`config.mk`:
```
export PLATFORM = sky130hd
export DESIGN_NAME = indexed_list_buffer_unit
export DESIGN_NICKNAME = d
export VERILOG_FILES = /design/src/design/ilb_pkg.sv /design/src/design/ilb_ram.sv /design/src/design/ilb_controller.sv /design/src/design/ilb_datapath.sv /design/src/design/indexed_list_buffer_unit.sv
export SDC_FILE = /design/constraint.sdc
export NUM_CORES = 2
export LEC_CHECK = 0
export ABC_AREA = 1
export ABC_CLOCK_PERIOD_IN_PS = 11700
export BUFFER_PORTS_ARGS = -buffer_cell sky130_fd_sc_hd__buf_2
export CORE_AREA = 4 4 456 458
export CTS_CLUSTER_SIZE = 12
export DETAILED_ROUTE_END_ITERATION = 10
export DIE_AREA = 0 0 460 462
export PLACE_DENSITY_LB_ADDON = 0.05
export SYNTH_ARGS = -nofsm -noshare
export SYNTH_HDL_FRONTEND = slang
export SYNTH_SLANG_ARGS = --single-unit
```
`constraint.sdc`:
```
create_clock -name clk -period 11.7 [get_ports clk]
set_clock_uncertainty 0.2 [all_clocks]
set_input_delay 0.585 -clock clk [delete_from_list [all_inputs] [get_ports clk]]
set_output_delay 0.585 -clock clk [all_outputs]
set_load 0.005 [all_outputs]
```
`src/design/ilb_pkg.sv`:
```
// ---------------------------------------------------------------------------
// ilb_pkg: shared types and codes for the indexed list buffer
// Field widths, operation and status codes, datapath selector codes and the
// command and flag bundles that pass between controller and datapath.
// ---------------------------------------------------------------------------
`default_nettype none

package ilb_pkg;

	// fixed field widths of the request and result words
	localparam int OP_W     = 3;
	localparam int POS_W    = 7;
	localparam int VALUE_W  = 32;
	localparam int COUNT_W  = 7;
	localparam int STATUS_W = 3;

	typedef logic [OP_W-1:0]     op_t;
	typedef logic [STATUS_W-1:0] status_t;

	// operation codes
	localparam op_t OP_READ       = 3'd0;
	localparam op_t OP_APPEND     = 3'd1;
	localparam op_t OP_INSERT     = 3'd2;
	localparam op_t OP_REMOVE_AT  = 3'd3;
	localparam op_t OP_REMOVE_VAL = 3'd4;

	// status codes
	localparam status_t ST_OK      = 3'd0;
	localparam status_t ST_RANGE   = 3'd1;
	localparam status_t ST_EMPTY   = 3'd2;
	localparam status_t ST_FULL    = 3'd3;
	localparam status_t ST_MISSING = 3'd4;

	// read address select
	localparam logic [1:0] RD_POS    = 2'd0;
	localparam logic [1:0] RD_IDX    = 2'd1;
	localparam logic [1:0] RD_IDX_M1 = 2'd2;
	localparam logic [1:0] RD_IDX_P1 = 2'd3;

	// write address select
	localparam logic WA_COUNT = 1'b0;
	localparam logic WA_IDX   = 1'b1;

	// write data / result source select
	localparam logic SRC_VAL   = 1'b0;
	localparam logic SRC_RDATA = 1'b1;

	// index load source
	localparam logic [1:0] IDX_FROM_ZERO  = 2'd0;
	localparam logic [1:0] IDX_FROM_POS   = 2'd1;
	localparam logic [1:0] IDX_FROM_COUNT = 2'd2;

	// controller to datapath commands
	typedef struct packed {
		logic       load;
		logic       rd_en;
		logic [1:0] rd_sel;
		logic       wr_en;
		logic       wr_addr_sel;
		logic       wr_data_sel;
		logic       idx_ld;
		logic [1:0] idx_src;
		logic       idx_inc;
		logic       idx_dec;
		logic       cnt_inc;
		logic       cnt_dec;
		logic       res_cap;
		logic       res_src;
		logic       st_wr;
		status_t    st_code;
		logic       out_load;
	} ilb_cmd_t;

	// datapath to controller status
	typedef struct packed {
		op_t  op;
		logic empty;
		logic full;
		logic pos_ge_cnt;
		logic pos_gt_cnt;
		logic idx_eq_pos;
		logic idx_last;
		logic match;
		logic out_busy;
	} ilb_flags_t;

endpackage

`default_nettype wire

```
`src/design/ilb_ram.sv`:
```
// ---------------------------------------------------------------------------
// ilb_ram: generic single-write, single-read RAM
// One write port and one read port per cycle; read data is registered and
// holds until the next read.
// ---------------------------------------------------------------------------
`default_nettype none

module ilb_ram #(
	parameter int WIDTH = 32,
	parameter int DEPTH = 64
) (
	input  wire logic                     clk,
	input  wire logic                     wr_en,
	input  wire logic [$clog2(DEPTH)-1:0] wr_addr,
	input  wire logic [WIDTH-1:0]         wr_data,
	input  wire logic                     rd_en,
	input  wire logic [$clog2(DEPTH)-1:0] rd_addr,
	output logic      [WIDTH-1:0]         rd_data
);

	logic [WIDTH-1:0] mem_q [DEPTH];

	// write port
	always_ff @(posedge clk) begin
		if (wr_en) begin
			mem_q[wr_addr] <= wr_data;
		end
	end

	// registered read port
	always_ff @(posedge clk) begin
		if (rd_en) begin
			rd_data <= mem_q[rd_addr];
		end
	end

endmodule

`default_nettype wire

```
`src/design/ilb_controller.sv`:
```
// ---------------------------------------------------------------------------
// ilb_controller: request sequencer for the indexed list buffer
// Checks each request, then steps the datapath through reads, shifts and
// scans one memory access at a time, and hands the result word out.
// ---------------------------------------------------------------------------
`default_nettype none

module ilb_controller (
	input  wire logic               clk,
	input  wire logic               arst_n,
	input  wire logic               in_valid,
	output logic                    in_stall,
	input  wire ilb_pkg::ilb_flags_t flags,
	output ilb_pkg::ilb_cmd_t        cmd
);

	import ilb_pkg::*;

	localparam logic [3:0] S_IDLE   = 4'd0;
	localparam logic [3:0] S_CHECK  = 4'd1;
	localparam logic [3:0] S_GET    = 4'd2;
	localparam logic [3:0] S_UP_CHK = 4'd3;
	localparam logic [3:0] S_UP_WR  = 4'd4;
	localparam logic [3:0] S_DN_GET = 4'd5;
	localparam logic [3:0] S_DN_CHK = 4'd6;
	localparam logic [3:0] S_DN_WR  = 4'd7;
	localparam logic [3:0] S_SC_RD  = 4'd8;
	localparam logic [3:0] S_SC_CMP = 4'd9;
	localparam logic [3:0] S_FINISH = 4'd10;

	logic [3:0] state_q;
	logic [3:0] state_d;

	// new word only taken when idle
	assign in_stall = (state_q != S_IDLE);

	// next state and commands
	always_comb begin
		state_d = state_q;
		cmd     = '0;
		unique case (state_q)
			S_IDLE: begin
				if (in_valid) begin
					cmd.load = 1'b1;
					state_d  = S_CHECK;
				end
			end
			S_CHECK: begin
				state_d = S_FINISH;
				unique case (flags.op)
					OP_READ: begin
						priority if (flags.empty) begin
							cmd.st_wr   = 1'b1;
							cmd.st_code = ST_EMPTY;
						end else if (flags.pos_ge_cnt) begin
							cmd.st_wr   = 1'b1;
							cmd.st_code = ST_RANGE;
						end else begin
							cmd.rd_en  = 1'b1;
							cmd.rd_sel = RD_POS;
							state_d    = S_GET;
						end
					end
					OP_APPEND: begin
						priority if (flags.full) begin
							cmd.st_wr   = 1'b1;
							cmd.st_code = ST_FULL;
						end else begin
							cmd.wr_en       = 1'b1;
							cmd.wr_addr_sel = WA_COUNT;
							cmd.wr_data_sel = SRC_VAL;
							cmd.res_cap     = 1'b1;
							cmd.res_src     = SRC_VAL;
							cmd.cnt_inc     = 1'b1;
						end
					end
					OP_INSERT: begin
						priority if (flags.full) begin
							cmd.st_wr   = 1'b1;
							cmd.st_code = ST_FULL;
						end else if (flags.pos_gt_cnt) begin
							cmd.st_wr   = 1'b1;
							cmd.st_code = ST_RANGE;
						end else begin
							cmd.idx_ld  = 1'b1;
							cmd.idx_src = IDX_FROM_COUNT;
							state_d     = S_UP_CHK;
						end
					end
					OP_REMOVE_AT: begin
						priority if (flags.empty) begin
							cmd.st_wr   = 1'b1;
							cmd.st_code = ST_EMPTY;
						end else if (flags.pos_ge_cnt) begin
							cmd.st_wr   = 1'b1;
							cmd.st_code = ST_RANGE;
						end else begin
							cmd.rd_en   = 1'b1;
							cmd.rd_sel  = RD_POS;
							cmd.idx_ld  = 1'b1;
							cmd.idx_src = IDX_FROM_POS;
							state_d     = S_DN_GET;
						end
					end
					OP_REMOVE_VAL: begin
						priority if (flags.empty) begin
							cmd.st_wr   = 1'b1;
							cmd.st_code = ST_EMPTY;
						end else begin
							cmd.idx_ld  = 1'b1;
							cmd.idx_src = IDX_FROM_ZERO;
							state_d     = S_SC_RD;
						end
					end
					// unused op codes: no change, ok status, zero value
					default: begin
						state_d = S_FINISH;
					end
				endcase
			end
			S_GET: begin
				cmd.res_cap = 1'b1;
				cmd.res_src = SRC_RDATA;
				state_d     = S_FINISH;
			end
			// insert: move entries up from the tail, then drop the word in
			S_UP_CHK: begin
				if (flags.idx_eq_pos) begin
					cmd.wr_en       = 1'b1;
					cmd.wr_addr_sel = WA_IDX;
					cmd.wr_data_sel = SRC_VAL;
					cmd.res_cap     = 1'b1;
					cmd.res_src     = SRC_VAL;
					cmd.cnt_inc     = 1'b1;
					state_d         = S_FINISH;
				end else begin
					cmd.rd_en  = 1'b1;
					cmd.rd_sel = RD_IDX_M1;
					state_d    = S_UP_WR;
				end
			end
			S_UP_WR: begin
				cmd.wr_en       = 1'b1;
				cmd.wr_addr_sel = WA_IDX;
				cmd.wr_data_sel = SRC_RDATA;
				cmd.idx_dec     = 1'b1;
				state_d         = S_UP_CHK;
			end
			S_DN_GET: begin
				cmd.res_cap = 1'b1;
				cmd.res_src = SRC_RDATA;
				state_d     = S_DN_CHK;
			end
			// removal: close the gap at idx by moving later entries down
			S_DN_CHK: begin
				if (flags.idx_last) begin
					cmd.cnt_dec = 1'b1;
					state_d     = S_FINISH;
				end else begin
					cmd.rd_en  = 1'b1;
					cmd.rd_sel = RD_IDX_P1;
					state_d    = S_DN_WR;
				end
			end
			S_DN_WR: begin
				cmd.wr_en       = 1'b1;
				cmd.wr_addr_sel = WA_IDX;
				cmd.wr_data_sel = SRC_RDATA;
				cmd.idx_inc     = 1'b1;
				state_d         = S_DN_CHK;
			end
			// value search: read, then compare, each entry from the head
			S_SC_RD: begin
				cmd.rd_en  = 1'b1;
				cmd.rd_sel = RD_IDX;
				state_d    = S_SC_CMP;
			end
			S_SC_CMP: begin
				priority if (flags.match) begin
					cmd.res_cap = 1'b1;
					cmd.res_src = SRC_RDATA;
					state_d     = S_DN_CHK;
				end else if (flags.idx_last) begin
					cmd.st_wr   = 1'b1;
					cmd.st_code = ST_MISSING;
					state_d     = S_FINISH;
				end else begin
					cmd.idx_inc = 1'b1;
					state_d     = S_SC_RD;
				end
			end
			S_FINISH: begin
				if (!flags.out_busy) begin
					cmd.out_load = 1'b1;
					state_d      = S_IDLE;
				end
			end
			default: begin
				state_d = S_IDLE;
			end
		endcase
	end

	// state register
	always_ff @(posedge clk or negedge arst_n) begin
		if (!arst_n) begin
			state_q <= S_IDLE;
		end else begin
			state_q <= state_d;
		end
	end

endmodule

`default_nettype wire

```
`src/design/ilb_datapath.sv`:
```
// ---------------------------------------------------------------------------
// ilb_datapath: entry store, count, index and result registers
// Holds the latched request, the entry memory, the walking index used for
// shifts and scans, and the output register of the result channel.
// ---------------------------------------------------------------------------
`default_nettype none

module ilb_datapath #(
	parameter int CAPACITY   = 64,
	parameter int DATA_WIDTH = 32
) (
	input  wire logic                         clk,
	input  wire logic                         arst_n,
	input  wire ilb_pkg::ilb_cmd_t            cmd,
	output ilb_pkg::ilb_flags_t               flags,
	input  wire logic [ilb_pkg::OP_W-1:0]     op,
	input  wire logic [ilb_pkg::POS_W-1:0]    position,
	input  wire logic [ilb_pkg::VALUE_W-1:0]  value_in,
	output logic                              out_valid,
	input  wire logic                         out_stall,
	output logic      [ilb_pkg::VALUE_W-1:0]  value_out,
	output logic      [ilb_pkg::COUNT_W-1:0]  entry_count,
	output logic      [ilb_pkg::STATUS_W-1:0] status
);

	import ilb_pkg::*;

	localparam int AW    = $clog2(CAPACITY);
	localparam int CW    = $clog2(CAPACITY + 1);
	localparam int CMP_W = (CW > POS_W) ? CW : POS_W;

	// latched request
	op_t                   op_q;
	logic [POS_W-1:0]      pos_q;
	logic [DATA_WIDTH-1:0] val_q;

	logic [CW-1:0]         count_q;
	logic [CW-1:0]         idx_q;
	logic [DATA_WIDTH-1:0] res_q;
	status_t               status_q;

	logic                  out_valid_q;
	logic [VALUE_W-1:0]    out_value_q;
	logic [COUNT_W-1:0]    out_count_q;
	status_t               out_status_q;

	logic [CMP_W-1:0]      pos_x;
	logic [CMP_W-1:0]      cnt_x;
	logic [CMP_W-1:0]      idx_x;
	logic [CW-1:0]         idx_m1;
	logic [CW-1:0]         idx_p1;
	logic [CW:0]           idx_next;

	logic                  wr_en;
	logic [AW-1:0]         wr_addr;
	logic [DATA_WIDTH-1:0] wr_data;
	logic [AW-1:0]         rd_addr;
	logic [DATA_WIDTH-1:0] rd_data;

	// compare operands at a common width
	assign pos_x    = CMP_W'(pos_q);
	assign cnt_x    = CMP_W'(count_q);
	assign idx_x    = CMP_W'(idx_q);
	assign idx_m1   = idx_q - CW'(1);
	assign idx_p1   = idx_q + CW'(1);
	assign idx_next = {1'b0, idx_q} + (CW + 1)'(1);

	// status toward the controller
	always_comb begin
		flags            = '0;
		flags.op         = op_q;
		flags.empty      = (count_q == '0);
		flags.full       = (count_q == CW'(CAPACITY));
		flags.pos_ge_cnt = (pos_x >= cnt_x);
		flags.pos_gt_cnt = (pos_x > cnt_x);
		flags.idx_eq_pos = (idx_x == pos_x);
		flags.idx_last   = (idx_next >= {1'b0, count_q});
		flags.match      = (rd_data == val_q);
		flags.out_busy   = out_valid_q && out_stall;
	end

	// memory address and data selection
	always_comb begin
		unique case (cmd.rd_sel)
			RD_POS:    rd_addr = AW'(pos_q);
			RD_IDX:    rd_addr = idx_q[AW-1:0];
			RD_IDX_M1: rd_addr = idx_m1[AW-1:0];
			RD_IDX_P1: rd_addr = idx_p1[AW-1:0];
			default:   rd_addr = idx_q[AW-1:0];
		endcase
	end

	assign wr_en   = cmd.wr_en;
	assign wr_addr = (cmd.wr_addr_sel == WA_IDX) ? idx_q[AW-1:0] : count_q[AW-1:0];
	assign wr_data = (cmd.wr_data_sel == SRC_RDATA) ? rd_data : val_q;

	ilb_ram #(
		.WIDTH (DATA_WIDTH),
		.DEPTH (CAPACITY)
	) u_ilb_ram (
		.clk     (clk),
		.wr_en   (wr_en),
		.wr_addr (wr_addr),
		.wr_data (wr_data),
		.rd_en   (cmd.rd_en),
		.rd_addr (rd_addr),
		.rd_data (rd_data)
	);

	// request latch
	always_ff @(posedge clk) begin
		if (cmd.load) begin
			op_q  <= op;
			pos_q <= position;
			val_q <= DATA_WIDTH'(value_in);
		end
	end

	// result value and status
	always_ff @(posedge clk) begin
		if (cmd.load) begin
			res_q <= '0;
		end else if (cmd.res_cap) begin
			res_q <= (cmd.res_src == SRC_RDATA) ? rd_data : val_q;
		end
		if (cmd.load) begin
			status_q <= ST_OK;
		end else if (cmd.st_wr) begin
			status_q <= cmd.st_code;
		end
	end

	// entry count and walking index
	always_ff @(posedge clk or negedge arst_n) begin
		if (!arst_n) begin
			count_q <= '0;
			idx_q   <= '0;
		end else begin
			if (cmd.cnt_inc) begin
				count_q <= count_q + CW'(1);
			end else if (cmd.cnt_dec) begin
				count_q <= count_q - CW'(1);
			end
			priority if (cmd.idx_ld) begin
				unique case (cmd.idx_src)
					IDX_FROM_POS:   idx_q <= CW'(pos_q);
					IDX_FROM_COUNT: idx_q <= count_q;
					default:        idx_q <= '0;
				endcase
			end else if (cmd.idx_inc) begin
				idx_q <= idx_p1;
			end else if (cmd.idx_dec) begin
				idx_q <= idx_m1;
			end
		end
	end

	// output register
	always_ff @(posedge clk or negedge arst_n) begin
		if (!arst_n) begin
			out_valid_q <= 1'b0;
		end else if (cmd.out_load) begin
			out_valid_q <= 1'b1;
		end else if (!out_stall) begin
			out_valid_q <= 1'b0;
		end
	end

	always_ff @(posedge clk) begin
		if (cmd.out_load) begin
			out_value_q  <= VALUE_W'(res_q);
			out_count_q  <= COUNT_W'(count_q);
			out_status_q <= status_q;
		end
	end

	assign out_valid   = out_valid_q;
	assign value_out   = out_value_q;
	assign entry_count = out_count_q;
	assign status      = out_status_q;

endmodule

`default_nettype wire

```
`src/design/indexed_list_buffer_unit.sv`:
```
// ---------------------------------------------------------------------------
// indexed_list_buffer_unit: ordered list of up to CAPACITY words
// Each request word (op, position, value_in) on the input channel gives one
// result word (value_out, entry_count, status) on the output channel. Both
// channels move a word at an edge where valid is high and stall is low.
// Entries live in one RAM with a registered read port, and work goes one
// request at a time, one memory access at a time. Reads, appends, errors
// and unknown ops move no entries; insert and remove shift entries through
// the single RAM port in a read/write loop, and remove by value first scans
// from the head for a match.
// A new request is taken as soon as the previous one is in the output
// register, even while the receiver stalls it; the sequencer then waits
// at the end of its work until the output register is free.
// Reset empties the list (count zero) and clears the result valid flag; the
// entry RAM is not cleared, as entries above the count are never read.
// ---------------------------------------------------------------------------
`default_nettype none

module indexed_list_buffer_unit #(
	parameter int CAPACITY   = 64,
	parameter int DATA_WIDTH = 32
) (
	input  wire logic                         clk,
	input  wire logic                         arst_n,
	input  wire logic                         in_valid,
	output logic                              in_stall,
	input  wire logic [ilb_pkg::OP_W-1:0]     op,
	input  wire logic [ilb_pkg::POS_W-1:0]    position,
	input  wire logic [ilb_pkg::VALUE_W-1:0]  value_in,
	output logic                              out_valid,
	input  wire logic                         out_stall,
	output logic      [ilb_pkg::VALUE_W-1:0]  value_out,
	output logic      [ilb_pkg::COUNT_W-1:0]  entry_count,
	output logic      [ilb_pkg::STATUS_W-1:0] status
);

	import ilb_pkg::*;

	ilb_cmd_t   cmd;
	ilb_flags_t flags;

	// sequencer
	ilb_controller u_ilb_controller (
		.clk      (clk),
		.arst_n   (arst_n),
		.in_valid (in_valid),
		.in_stall (in_stall),
		.flags    (flags),
		.cmd      (cmd)
	);

	// store and registers
	ilb_datapath #(
		.CAPACITY   (CAPACITY),
		.DATA_WIDTH (DATA_WIDTH)
	) u_ilb_datapath (
		.clk         (clk),
		.arst_n      (arst_n),
		.cmd         (cmd),
		.flags       (flags),
		.op          (op),
		.position    (position),
		.value_in    (value_in),
		.out_valid   (out_valid),
		.out_stall   (out_stall),
		.value_out   (value_out),
		.entry_count (entry_count),
		.status      (status)
	);

endmodule

`default_nettype wire

```
==> metrics.txt <==
status=finished, violations left; failing checks=DRC; Worst Tran Pin Value=~1300 ps; vias in the first global route=~60,000; P per Cell Area=~310 nW/um2; Clock transition at path regs=60 ps; most frequent cell on the critical path=nand3_1; crit path from=u_ilb_datapath.idx_q[0]$_DFFE_PN0P_; RSZ-0062 raised after global routing=no; num rows=166; Vias=around 63,000; critical path type=register to register; clock root cell=clkbuf_16; Required @ worst endpoint=12,210 ps; library cells used by synthesis=46; CTS tree=built; # DRC=1; worst-skew pair later-pin latency=880 ps; post-route ant nets=0; Hold Slack=roughly 98 ps; top cell type by total area after synthesis=edfxtp_1; Max Root-Sink Buffers=3; CP max FO=139; Slew Viols, Final=0; core area=around 200,000 um2; Worst path max stage delay=720 ps; final std cells w/o fill=approximately 11,000; maximum VDD drop=approximately 0.42 mV; startpoint types=register; Total Wirelength=about 300 mm; Final Wtd Congestion=around 0.85; fin crit share=about three fifths; initial antenna violation count=13; commonest non-fill, non-tap cell in the layout=nand3_1; vias per inst=5.978; Worst Reg2Reg Path Length in Cells=23; gr ovfl total=0; worst reg2reg startpoint=u_ilb_datapath.idx_q[0]$_DFFE_PN0P_; Synth Register Bits=2,218; placed instance area=95,120 um2; Hold Crit Class=input port to asynchronous set/reset pin; register area share after synthesis=72.33%; GRT Overall Usage=around 28%; reg-to-reg endpoint=u_ilb_datapath.u_ilb_ram.rd_data[11]$_DFFE_PP_; Warnings, synthesis=0; final instance area=just over 100,000 um2; die area=between 200,000 and 250,000 um2; Slowest cell on crit path=buf_4; Final setup viols=0; port buffer count=89; clock tree sinks=about 2,200; largest cells by area after synthesis=edfxtp_1, nand3_1, nand2_1; Buf/Inv on CP=5; wire per inst=approximately 29 um; share of the synthesized area in the top cell type=between 70 and 80%; Setup TNS=0 ps; Syn Nets=slightly below 8,000; Pwr Total=0.03149 W; Chip Width=460 um; max_slew headroom=roughly 13%; DIE HEIGHT=~460 um; total CTS buffers=229; largest net degree at the start of global routing=roughly 160; Pre-Repair DR Iteration Count=9; Mapped Area=91,470 um2; Pleak=35.60 nW; Crit path max-delay family=simple AND/OR/NAND/NOR gates; syn avg cell area=11.89 um2; crit path time final=~7100 ps; post-CTS setup buffers=0; max-cap violation count=0; Starting Density=between 40 and 50%; fmax=140.2 MHz; Worst R2R Setup Slack=between 4000 and 5000 ps; NumNets Final=a little under 8,000; H-tree depth=4; 1st-iter DRT viols=a little over 8,000; Fin. Hold Viols=0; most frequent cells in the layout=nand3_1, edfxtp_1, nand2_1, clkbuf_16, buf_4; share of layout cells above drive strength 1=8.794%; Inst Count DP=roughly 10,000; CP Capture Type=register; WP depth=23; DP HPWL=155.4 mm; first-pass GRT wire length=435.9 mm; CP Capture Point=u_ilb_datapath.u_ilb_ram.rd_data[11]$_DFFE_PP_; area grow syn2layout=11.87%; worst path arrival time=approximately 7700 ps; Post-Synthesis Cells=7,691; # IOs=90; CP cell instances=ha_1, nand2_1, nor2_1, inv_1, o21ai_0, inv_1, ha_1, and3_1, nand2_1, nand3_2, nand3_1, nand2_8, buf_12, buf_4, buf_4, nand3_1, nand3_1, nand3_1, nand3_1, nand3_1, nand2_1, nand2_1, nand2_1
==> synthesized netlist by cell type (all sizes together) <==
library cell  number
a211oi             2
a21o               1
a21oi             76
a221oi             1
a22oi              1
a31oi              2
a41oi              1
and3               1
buf              359
clkbuf           196
clkinv             2
dfrtp             19
dfxtp             35
edfxtp          2164
fa                 1
ha                23
inv              102
nand2           1666
nand3           2761
nand3b             6
nand4             18
nor2             103
nor3               9
nor4              10
o2111ai            6
o211ai             2
o21ai             71
o21bai             2
o221ai             1
o22ai              8
o31ai              2
or2                9
xnor2             22
xor2               9
==> sequential cells by signal, indices dropped and copies added, names as in the netlist <==
signal	count
u_ilb_datapath.u_ilb_ram.mem_q	2048
u_ilb_datapath.res_q	32
u_ilb_datapath.u_ilb_ram.rd_data	32
u_ilb_datapath.val_q	32
u_ilb_datapath.value_out	32
u_ilb_datapath.cnt_x	7
u_ilb_datapath.entry_count	7
u_ilb_datapath.idx_q	7
u_ilb_datapath.pos_q	7
u_ilb_controller.state_q	4
u_ilb_datapath.op_q	3
u_ilb_datapath.status	3
u_ilb_datapath.status_q	3
u_ilb_datapath.out_valid	1
==> layout make-up <==
type                       count  area (um2)
sequential                  2218       66160
clock buffer                 309        6116
antenna                        3       7.507
multi-input combinational   4814       23130
fill                       17930      101600
tap                         2688        3363
clock inverter                96       638.1
inverter                     104       410.4
timing repair buffer         317        2507
==> cell families (layout without fill, tap and decap cells) <==
group,Yosys count,count (layout),synth area share (%)
xor+xnor,31,31,0.2968
compound gates,176,176,1.057
fa+ha+maj,24,24,0.3365
buf+inv,659,826,3.210
simple gates,4583,4583,22.77
other cells,0,3,0
flops,2218,2218,72.33
==> worst min path at each step <==
stage	start	to	slack, ps	depth (start not counted)
final	arst_n	u_ilb_datapath.idx_q[0]$_DFFE_PN0P_	100	2
after global routing	arst_n	u_ilb_datapath.cnt_x[3]$_DFFE_PN0P_	110	2
after CTS	arst_n	u_ilb_datapath.idx_q[0]$_DFFE_PN0P_	30	2
after detailed placement	u_ilb_datapath.res_q[20]$_SDFFE_PP0P_	u_ilb_datapath.value_out[20]$_DFFE_PP_	220	0
after global placement	u_ilb_datapath.res_q[5]$_SDFFE_PP0P_	u_ilb_datapath.value_out[5]$_DFFE_PP_	210	0
after floorplan	arst_n	u_ilb_controller.state_q[0]$_DFFE_PN0P_	90	0
==> report_power, final <==
group	internal, W	switching, W	total (W)
clock	0.00376	0.00303	0.00679
sequential	0.00975	0.000358	0.0101
combinational	0.00339	0.0112	0.0146
==> repair_timing <==
item                      CTS  global route
gates resized for setup     0             0
hold buffers               45             0
hold endpoints to repair   63             0
==> through the flow <==
step                      setup WS [ps]  utilization [%]
after floorplan                    6034                -
after CTS                          4687            50.17
final                              4566            50.17
after global routing               4020            50.17
after global placement             4615            46.64
after detailed placement           4668            46.64
==> routing by layer <==
layer	up-vias	wire length, um	GRT usage [%]
met2	2849	135500	42.41
li1	27960	-	-
met4	0	7448	7.584
met1	31870	135400	42.65
met5	-	0	0
met3	378	26940	4.924
Power figures use the tool's default switching activity.
